### config.mk
export PLATFORM = sky130hd
export DESIGN_NAME = welford_sample_stdev
export DESIGN_NICKNAME = d
export VERILOG_FILES = /design/src/sv/wsd_pkg.sv /design/src/sv/welford_sample_stdev.sv
export SDC_FILE = /design/constraint.sdc
export NUM_CORES = 2
export LEC_CHECK = 0
export BUFFER_PORTS_ARGS = -buffer_cell sky130_fd_sc_hd__buf_2
export CORE_MARGIN = 2
export CORE_UTILIZATION = 45
export CTS_CLUSTER_SIZE = 20
export DETAILED_ROUTE_END_ITERATION = 12
export GPL_TIMING_DRIVEN = 1
export MAX_ROUTING_LAYER = met4
export PLACE_DENSITY = 0.7
export REMOVE_ABC_BUFFERS = 1
export SLEW_MARGIN = 10
export SYNTH_ARGS = -nofsm -noshare
export SYNTH_HDL_FRONTEND = slang
export SYNTH_SLANG_ARGS = --single-unit
### constraint.sdc
create_clock -name clk -period 16.1 [get_ports clk]
set_input_delay 1.61 -clock clk [delete_from_list [all_inputs] [get_ports clk]]
set_output_delay 1.61 -clock clk [all_outputs]
set_load 0.005 [all_outputs]
### src/sv/wsd_pkg.sv
// shared widths and step counts for the welford sample deviation block
`timescale 1ns / 1ps

package wsd_pkg;

	localparam int SAMPLE_W    = 32;
	localparam int MEAN_EXTRA  = 16;
	localparam int MEAN_W      = SAMPLE_W + MEAN_EXTRA;
	localparam int M2_W        = 64;
	localparam int ROOT_W      = M2_W / 2;
	localparam int MAX_SAMPLES = 65536;
	localparam int CNT_W       = 17;
	localparam int STEP_W      = 7;

	// iteration counts of the shared shift units
	localparam int DIV_MEAN_STEPS = MEAN_W;
	localparam int MUL_STEPS      = MEAN_W;
	localparam int DIV_M2_STEPS   = M2_W;
	localparam int SQRT_STEPS     = ROOT_W;

	localparam logic [CNT_W-1:0] CNT_MAX = CNT_W'(MAX_SAMPLES);

endpackage

### src/sv/welford_sample_stdev.sv
// welford running mean and sample standard deviation, bit-serial datapath
// an unsaturated sample without last runs a divide and a multiply before the next accept
// (48 divide steps, 48 multiply steps, idle, update, load, accumulate and finish states)
// a last sample, count two or more, adds a 64-step divide and a 32-step sqrt before the word
// a new sample is taken only in idle; the divider and multiplier work one bit per cycle
// arst_n clears the internal mean, squared sum, count and overflow flag and the result valid
`timescale 1ns / 1ps

module welford_sample_stdev
	import wsd_pkg::*;
(
	input  logic                clk,
	input  logic                arst_n,
	input  logic                sample_valid,
	output logic                sample_stall,
	input  logic [SAMPLE_W-1:0] sample,
	input  logic                last,
	output logic                result_valid,
	input  logic                result_stall,
	output logic [SAMPLE_W-1:0] mean,
	output logic [SAMPLE_W-1:0] deviation,
	output logic [CNT_W-1:0]    sample_count,
	output logic                overflow
);

	localparam logic [3:0] ST_IDLE = 4'd0;
	localparam logic [3:0] ST_DIVM = 4'd1;
	localparam logic [3:0] ST_UPD  = 4'd2;
	localparam logic [3:0] ST_MLD  = 4'd3;
	localparam logic [3:0] ST_MUL  = 4'd4;
	localparam logic [3:0] ST_ACC  = 4'd5;
	localparam logic [3:0] ST_FIN  = 4'd6;
	localparam logic [3:0] ST_DIVS = 4'd7;
	localparam logic [3:0] ST_SQRT = 4'd8;
	localparam logic [3:0] ST_OUT  = 4'd9;

	logic [3:0]        state_q;
	logic [STEP_W-1:0] step_q;
	logic [MEAN_W-1:0] mean_q;
	logic [M2_W-1:0]   m2_q;
	logic [CNT_W-1:0]  count_q;
	logic              sat_q;
	logic              last_q;
	logic [MEAN_W-1:0] x_q;
	logic [MEAN_W-1:0] magd_q;
	logic              dneg_q;
	logic [CNT_W-1:0]  div_q;
	logic [CNT_W-1:0]  rem_q;
	logic [M2_W-1:0]   work_q;
	logic [MEAN_W-1:0] acc_q;
	logic [ROOT_W-1:0] root_q;

	logic              accept;
	logic [MEAN_W-1:0] x_in;
	logic [MEAN_W:0]   d_full;
	logic [MEAN_W-1:0] magd;
	logic [CNT_W:0]    div_sh;
	logic              div_take;
	logic [MEAN_W-1:0] quot;
	logic [MEAN_W:0]   e_full;
	logic [MEAN_W-1:0] mage;
	logic [MEAN_W:0]   mul_sum;
	logic [M2_W-1:0]   inc;
	logic [M2_W:0]     m2_sum;
	logic [ROOT_W+3:0] sq_rem;
	logic [ROOT_W+3:0] sq_trial;
	logic              sq_take;
	logic              out_free;
	logic              step_end;

	assign accept       = sample_valid && !sample_stall;
	assign sample_stall = (state_q != ST_IDLE);
	assign out_free     = !result_valid || !result_stall;
	assign step_end     = (step_q == '0);

	// sample widened to the mean format, and the signed distance to the mean
	always_comb begin
		x_in   = {sample, {MEAN_EXTRA{1'b0}}};
		d_full = {x_in[MEAN_W-1], x_in} - {mean_q[MEAN_W-1], mean_q};
		magd   = d_full[MEAN_W] ? MEAN_W'(-d_full) : d_full[MEAN_W-1:0];
	end

	// restoring divide step, one quotient bit a cycle
	always_comb begin
		div_sh   = {rem_q, work_q[M2_W-1]};
		div_take = (div_sh >= {1'b0, div_q});
		quot     = work_q[MEAN_W-1:0];
	end

	// distance to the updated mean, multiplier operand
	always_comb begin
		e_full = {x_q[MEAN_W-1], x_q} - {mean_q[MEAN_W-1], mean_q};
		mage   = e_full[MEAN_W] ? MEAN_W'(-e_full) : e_full[MEAN_W-1:0];
	end

	// shift-add multiply step and the saturating squared-sum add
	always_comb begin
		mul_sum = {1'b0, acc_q} + (work_q[0] ? {1'b0, magd_q} : '0);
		inc     = {acc_q, work_q[MEAN_W-1:32]};
		m2_sum  = {1'b0, m2_q} + {1'b0, inc};
	end

	// square root step, two radicand bits a cycle
	always_comb begin
		sq_rem   = {acc_q[ROOT_W+1:0], work_q[M2_W-1:M2_W-2]};
		sq_trial = {2'b00, root_q, 2'b01};
		sq_take  = (sq_rem >= sq_trial);
	end

	// control and datapath registers
	always_ff @(posedge clk or negedge arst_n) begin
		if (!arst_n) begin
			state_q <= ST_IDLE;
			step_q  <= '0;
			mean_q  <= '0;
			m2_q    <= '0;
			count_q <= '0;
			sat_q   <= 1'b0;
			last_q  <= 1'b0;
		end else begin
			case (state_q)
				ST_IDLE: begin
					if (accept) begin
						last_q <= last;
						if (count_q >= CNT_MAX) begin
							sat_q   <= 1'b1;
							state_q <= ST_FIN;
						end else begin
							step_q  <= STEP_W'(DIV_MEAN_STEPS - 1);
							state_q <= ST_DIVM;
						end
					end
				end
				ST_DIVM: begin
					step_q <= step_q - 1'b1;
					if (step_end) begin
						state_q <= ST_UPD;
					end
				end
				ST_UPD: begin
					mean_q  <= dneg_q ? mean_q - quot : mean_q + quot;
					count_q <= div_q;
					state_q <= ST_MLD;
				end
				ST_MLD: begin
					step_q  <= STEP_W'(MUL_STEPS - 1);
					state_q <= ST_MUL;
				end
				ST_MUL: begin
					step_q <= step_q - 1'b1;
					if (step_end) begin
						state_q <= ST_ACC;
					end
				end
				ST_ACC: begin
					if (m2_sum[M2_W]) begin
						m2_q  <= '1;
						sat_q <= 1'b1;
					end else begin
						m2_q <= m2_sum[M2_W-1:0];
					end
					state_q <= ST_FIN;
				end
				ST_FIN: begin
					if (!last_q) begin
						state_q <= ST_IDLE;
					end else if (count_q >= CNT_W'(2)) begin
						step_q  <= STEP_W'(DIV_M2_STEPS - 1);
						state_q <= ST_DIVS;
					end else begin
						state_q <= ST_OUT;
					end
				end
				ST_DIVS: begin
					if (step_end) begin
						step_q  <= STEP_W'(SQRT_STEPS - 1);
						state_q <= ST_SQRT;
					end else begin
						step_q <= step_q - 1'b1;
					end
				end
				ST_SQRT: begin
					step_q <= step_q - 1'b1;
					if (step_end) begin
						state_q <= ST_OUT;
					end
				end
				ST_OUT: begin
					if (out_free) begin
						mean_q  <= '0;
						m2_q    <= '0;
						count_q <= '0;
						sat_q   <= 1'b0;
						state_q <= ST_IDLE;
					end
				end
				default: begin
					state_q <= ST_IDLE;
				end
			endcase
		end
	end

	// shift registers of the divider, multiplier and square root
	always_ff @(posedge clk) begin
		case (state_q)
			ST_IDLE: begin
				x_q    <= x_in;
				magd_q <= magd;
				dneg_q <= d_full[MEAN_W];
				div_q  <= count_q + 1'b1;
				rem_q  <= '0;
				work_q <= {magd, {(M2_W-MEAN_W){1'b0}}};
			end
			ST_DIVM, ST_DIVS: begin
				rem_q  <= div_take ? CNT_W'(div_sh - {1'b0, div_q}) : div_sh[CNT_W-1:0];
				work_q <= {work_q[M2_W-2:0], div_take};
				if (state_q == ST_DIVS && step_end) begin
					acc_q  <= '0;
					root_q <= '0;
				end
			end
			ST_MLD: begin
				acc_q  <= '0;
				work_q <= {{(M2_W-MEAN_W){1'b0}}, mage};
			end
			ST_MUL: begin
				acc_q  <= mul_sum[MEAN_W:1];
				work_q <= {work_q[M2_W-1:MEAN_W], mul_sum[0], work_q[MEAN_W-1:1]};
			end
			ST_FIN: begin
				div_q  <= count_q - 1'b1;
				rem_q  <= '0;
				work_q <= m2_q;
				root_q <= '0;
			end
			ST_SQRT: begin
				acc_q  <= MEAN_W'(sq_take ? sq_rem - sq_trial : sq_rem);
				root_q <= {root_q[ROOT_W-2:0], sq_take};
				work_q <= {work_q[M2_W-3:0], 2'b00};
			end
			default: begin
				rem_q <= rem_q;
			end
		endcase
	end

	// result word register
	always_ff @(posedge clk or negedge arst_n) begin
		if (!arst_n) begin
			result_valid <= 1'b0;
		end else if (state_q == ST_OUT && out_free) begin
			result_valid <= 1'b1;
		end else if (!result_stall) begin
			result_valid <= 1'b0;
		end
	end

	always_ff @(posedge clk) begin
		if (state_q == ST_OUT && out_free) begin
			mean         <= mean_q[MEAN_W-1:MEAN_EXTRA];
			deviation    <= root_q;
			sample_count <= count_q;
			overflow     <= sat_q;
		end
	end

endmodule

# Yosys cells after proc, flatten, opt, wreduce, memory -nomap -nowiden
# Index checks and enable logic that the tools add are counted.
[op_classes]
n_addsub = 13
order_cmp = 4
n_eq_ne = 22
n_mux = 43
n_bitwise = 1
reduce_logical = 32
[op_table]
columns = ["op", "count"]
rows = [
  ["$pmux 64 s6", 1],
  ["$mux 48", 7],
  ["$pmux 48 s4", 1],
  ["$mux 64", 2],
  ["$pmux 64 s2", 1],
  ["$pmux 17 s2", 3],
  ["$sub 48x48->49", 2],
  ["$neg 48->48", 2],
  ["$pmux 32 s3", 1],
  ["$pmux 48 s2", 1],
  ["$add 64x64->65", 1],
  ["$add 48x48->49", 1],
  ["$add 48x48->48", 1],
  ["$sub 48x48->48", 1],
  ["$pmux 4 s10", 1],
  ["$sub 36x34->37", 1],
  ["$ge 36x34->1", 1],
  ["$mux 7", 5],
  ["$pmux 7 s5", 1],
  ["$mux 17", 2],
  ["$mux 32", 1],
  ["$mux 4", 8],
  ["$ne 2x2->1 const B", 12],
  ["$ge 18x17->1", 1],
  ["other kinds (30)", 57],
]
[word_totals]
reg_bits = 484
word_cells = 136

# Logic depth before layout (Yosys ltp)
[depth]
word_depth = 5
depth_mapped = 25

# Worst setup path after synthesis
# Ideal clock, no wire load.
[synth_path]
kind = "reg2reg"
from = "register state_q[0]"
to = "register state_q[2]"
arrival_time_ns = 8.777
path_slack_ns = 7.202
path_stages_with_launch = 10
path_buffers = 1
cell_sequence = "dfrtp_1 > clkbuf_1 > or2_2 > nor3_1 > a211oi_1 > nand2_1 > nand2_1 > a31oi_1 > nor2_1 > a22o_1"
[synth_via]
elab_chain_cells = 5
word_cells_on_any_way = 21
classes_between = "15 x eq/ne; 1 x mux; 5 x reduce/logical"
[synth_lines]
columns = ["element", "line", "text"]
rows = [
  ["from (decl)", "welford_sample_stdev.sv:37", "logic [3:0] state_q;"],
  ["from (signal assigned)", "welford_sample_stdev.sv:113", "state_q <= ST_IDLE;"],
  ["from (signal assigned)", "welford_sample_stdev.sv:127", "state_q <= ST_FIN;"],
  ["from (signal assigned)", "welford_sample_stdev.sv:130", "state_q <= ST_DIVM;"],
  ["$reduce_bool 4->1", "welford_sample_stdev.sv:72", "assign sample_stall = (state_q != ST_IDLE);"],
  ["$logic_not 1->1", "welford_sample_stdev.sv:71", "assign accept = sample_valid && !sample_stall;"],
  ["$logic_and 1x1->1", "welford_sample_stdev.sv:71", ""],
  ["$ne 2x2->1 (no line)", "--", ""],
  ["$reduce_and 6->1 (no line)", "--", ""],
]
# Parallel ways exist; a longest one is shown, timed or not.
# A chain may end at the register's enable or synchronous reset.

# Worst setup path after layout
[layout_path]
from = "register work_q[4]"
to = "register mean_q[47]"
[layout_via]
elab_chain_cells = 3
word_cells_on_any_way = 4
classes_between = "2 x add/sub; 2 x mux"
[layout_lines]
columns = ["element", "line", "text"]
rows = [
  ["from (decl)", "welford_sample_stdev.sv:49", "logic [M2_W-1:0] work_q;"],
  ["from (signal assigned)", "welford_sample_stdev.sv:213", "work_q <= {magd, {(M2_W-MEAN_W){1'b0}}};"],
  ["from (signal assigned)", "welford_sample_stdev.sv:217", "work_q <= {work_q[M2_W-2:0], div_take};"],
  ["from (signal assigned)", "welford_sample_stdev.sv:225", "work_q <= {{(M2_W-MEAN_W){1'b0}}, mage};"],
  ["$add 48x48->48 or $sub 48x48->48 (tied branches)", "welford_sample_stdev.sv:141", "mean_q <= dneg_q ? mean_q - quot : mean_q + quot;"],
  ["$mux 48 (*)", "welford_sample_stdev.sv:141", ""],
  ["$pmux 48 s2 (*)", "welford_sample_stdev.sv:121", "case (state_q)"],
  ["to (signal assigned)", "welford_sample_stdev.sv:141", ""],
  ["to (decl)", "welford_sample_stdev.sv:39", "logic [MEAN_W-1:0] mean_q;"],
]
# Every way passes the cells marked *; elsewhere a longest branch is shown, timed or not.

==> results.cfg <==
[cells_and_area]
drive_above_1_share = 0.0772
fillers = 7955
final_cell_mix = 385 x a21oi_1, 360 x nand2_1, 341 x edfxtp_1
seq_area_um2 = 13800
final_common_cell = a21oi_1
finalNetCount = 4661
multi_input_area_um2 = 23400
syn_to_final_growth_pct = 9.45

[worst_setup_path]
critPathCaptureType = flop
slowest_stage = o41ai_1
worstSetupStartpointType = flop
required_ps = 16680
cp.arrival_ps = 6820
cp_max_fo = 6
slowest_delay_ps = 780
path_class = reg -> reg
crit_path_cell_trace = nor4_1 -> nor3b_1 -> nand2_1 -> nor4_2 -> a21oi_1 -> xnor2_1 -> ha_1 -> nand4_1 -> nor3b_1 -> and4_1 -> o211ai_1 -> a21oi_1 -> o41ai_1 -> o41ai_1 -> a31oi_1 -> o31ai_1 -> xnor2_1 -> or3_1 -> o21ai_0

[global_routing]
grt_pass1_wl_mm = 186
grt_overflow = 0
antenna_found_initial = 1
grt_max_degree = 81
grt_pass1_vias = 31919
grt.total_usage = 0.271

[clocking]
htreeDepth = 2
clkSlewWorstSetupHoldPaths_ps = 70
cts_root_buf = clkbuf_16
postCtsHoldBufs = 0
cts_tree = built
cts.sinks = 484
ctsResizeCount = 0
postCtsSetupRepairBufs = 0
cts_buffer_depth = 3
cts_buffers = 58
clk_latency_ps = 660

[timing]
holdWs_ps = 444
drv_slew = 0
grt_setup_unrepaired = no
setup-violations-final = 0
worst_slew_pin_slew_ps = 1230
fin_crit_sh = 0.388
period_minus_slack_ps = 6240
setup_ws_ps = 9860
setup_tns_ps = 0
max_freq_ghz = 0.160
hold_violations = 0
relSlewSlack = 0.168
finClkSkew_ps = 27.2

[run]
maxCapViolations = 0

[logic_synthesis]
ys_dominant_reg_cell = edfxtp_1
synth_edf_count = 341
synth_seq_area_share = 0.358
synth-seq-cells = 484
synth_cell_types = 99
postSynth.asyncResetShare = 0.295
netlist_instances = 4323
syn-cell-area_um2 = 38600
syn_avg_cell_area_um2 = 8.93
yosysWarnings = 0

[route]
drt_iter0_drc = 4006
wl_per_cell_um = 21.7
num_vias = 34155
via_per_inst = 6.19
post-route-drc-count = 0
route.met2.wl_mm = 52.5
antenna_left = 0
firstDrtPassIters = 9
top_layer = met4
wl_mm = 120
wl_met1_mm = 53.7
wl_met3_mm = 9.50

[worst_hold_path]
hold_class = reg -> reg

[place]
io_buffer_count = 120
dp_slack_ps = 9680
dp_hpwl_mm = 90.2
gp_congestion = 0.989

[floorplanning]
core-area_um2 = 85000
rows = 107
die_area_um2 = 88100
die_w_um = 297
start_util = 0.454
io_pins = 121
die_h_um = 297

[status]
outcome = complete, no violations
worst max-delay path: cells and delay by family, from the launching register on:
| family | cells | cell delay, ps |
|---|---|---|
| DFF | 1 | 490 |
| xor gates and xnor gates | 2 | 300 |
| and+or+nand+nor | 8 | 2810 |
| AOI/OAI and AO/OA | 8 | 2150 |
| adders and majority gates | 1 | 400 |
worst paths after layout:
check	startpoint	depth (start not counted)	end	slack (ps)
setup / recovery	work_q[4]$_DFFE_PP_	19	mean_q[47]$_DFFE_PN0P_	9860
hold / removal	root_q[11]$_SDFFCE_PN0P_	0	deviation[11]$_DFFE_PP_	440
setup reg to reg	work_q[4]$_DFFE_PP_	19	mean_q[47]$_DFFE_PN0P_	9860
hold reg to reg	root_q[11]$_SDFFCE_PN0P_	0	deviation[11]$_DFFE_PP_	440
max in group asynchronous	arst_n	2	m2_q[27]$_DFFE_PN0P_	13510
min in group asynchronous	arst_n	1	mean_q[34]$_DFFE_PN0P_	1080
registers in the layout, summed over array words and instances, names as in the netlist:
name          flops
m2_q             64
work_q           64
acc_q            48
magd_q           48
mean_q           48
deviation        32
mean             32
root_q           32
x_q              32
count_q          17
div_q            17
rem_q            17
sample_count     17
step_q            7
state_q           4
dneg_q            1
last_q            1
overflow          1
result_valid      1
sat_q             1
area by class of cell:
| class | instances | share of cell area |
|---|---|---|
| timing repair buffer | 155 | 0.0206 |
| clock inverter | 36 | 0.00930 |
| multi-input combinational | 3447 | 0.554 |
| sequential | 484 | 0.327 |
| tap | 1144 | 0.0339 |
| antenna | 1 | 0.0000592 |
| inverter | 181 | 0.0161 |
| clock buffer | 74 | 0.0387 |
logic make-up (layout without fill, tap and decap cells):
kind of cell,count (synthesis),after routing,share of synthesized area
buf+inv,392,446,0.0392
mux,49,49,0.0128
compound gates,1411,1411,0.238
fa+ha+maj,297,297,0.0973
xor+xnor,384,384,0.0872
other cells,0,1,0
flops,484,484,0.358
simple gates,1306,1306,0.167
through the flow:
| stage | std cells | area (um^2) | util |
|---|---|---|---|
| floorplan | 4112 | 37800 | - |
| global placement | 5411 | 40200 | 0.473 |
| detailed placement | 5411 | 40200 | 0.473 |
| CTS | 5521 | 42200 | 0.497 |
| global route | 5522 | 42200 | 0.497 |
| finish | 5522 | 42200 | 0.497 |
synthesized netlist by cell type (11+ instances only):
cell type | n | share of area
a21oi_1 | 387 | 0.050
nand2_1 | 363 | 0.035
edfxtp_1 | 341 | 0.27
nor2_1 | 298 | 0.029
ha_1 | 292 | 0.095
o21ai_0 | 268 | 0.035
xnor2_1 | 238 | 0.054
inv_1 | 179 | 0.017
clkbuf_1 | 175 | 0.017
a21o_1 | 167 | 0.032
nand3_1 | 151 | 0.020
xor2_1 | 146 | 0.033
dfrtp_1 | 143 | 0.093
a31oi_1 | 112 | 0.018
nor3_1 | 83 | 0.011
and2_1 | 80 | 0.013
a222oi_1 | 58 | 0.015
o21a_1 | 56 | 0.011
o211ai_1 | 53 | 0.010
nand4_1 | 50 | 0.0081
nand2b_1 | 48 | 0.0078
and3_1 | 45 | 0.0073
mux2i_1 | 45 | 0.012
nor2b_1 | 41 | 0.0066
o31ai_1 | 34 | 0.0066
or3_1 | 32 | 0.0052
a211oi_1 | 31 | 0.0060
o22ai_1 | 29 | 0.0047
o21bai_1 | 27 | 0.0053
buf_1 | 23 | 0.0022
nor4_1 | 23 | 0.0037
a41oi_1 | 22 | 0.0050
or2_2 | 18 | 0.0029
a21boi_0 | 15 | 0.0029
and4_1 | 12 | 0.0027
o41ai_1 | 11 | 0.0025
or4_1 | 11 | 0.0021
per-layer routing:
metal / vias up / GRT usage
met4: 0 / 0.0932
met1: 16281 / 0.378
met3: 229 / 0.0355
met2: 1452 / 0.406
li1: 16193 / -
met5: - / -
Power is not shown: default switching activity piles up to over one toggle a cycle in this logic, so the estimate is an artifact.
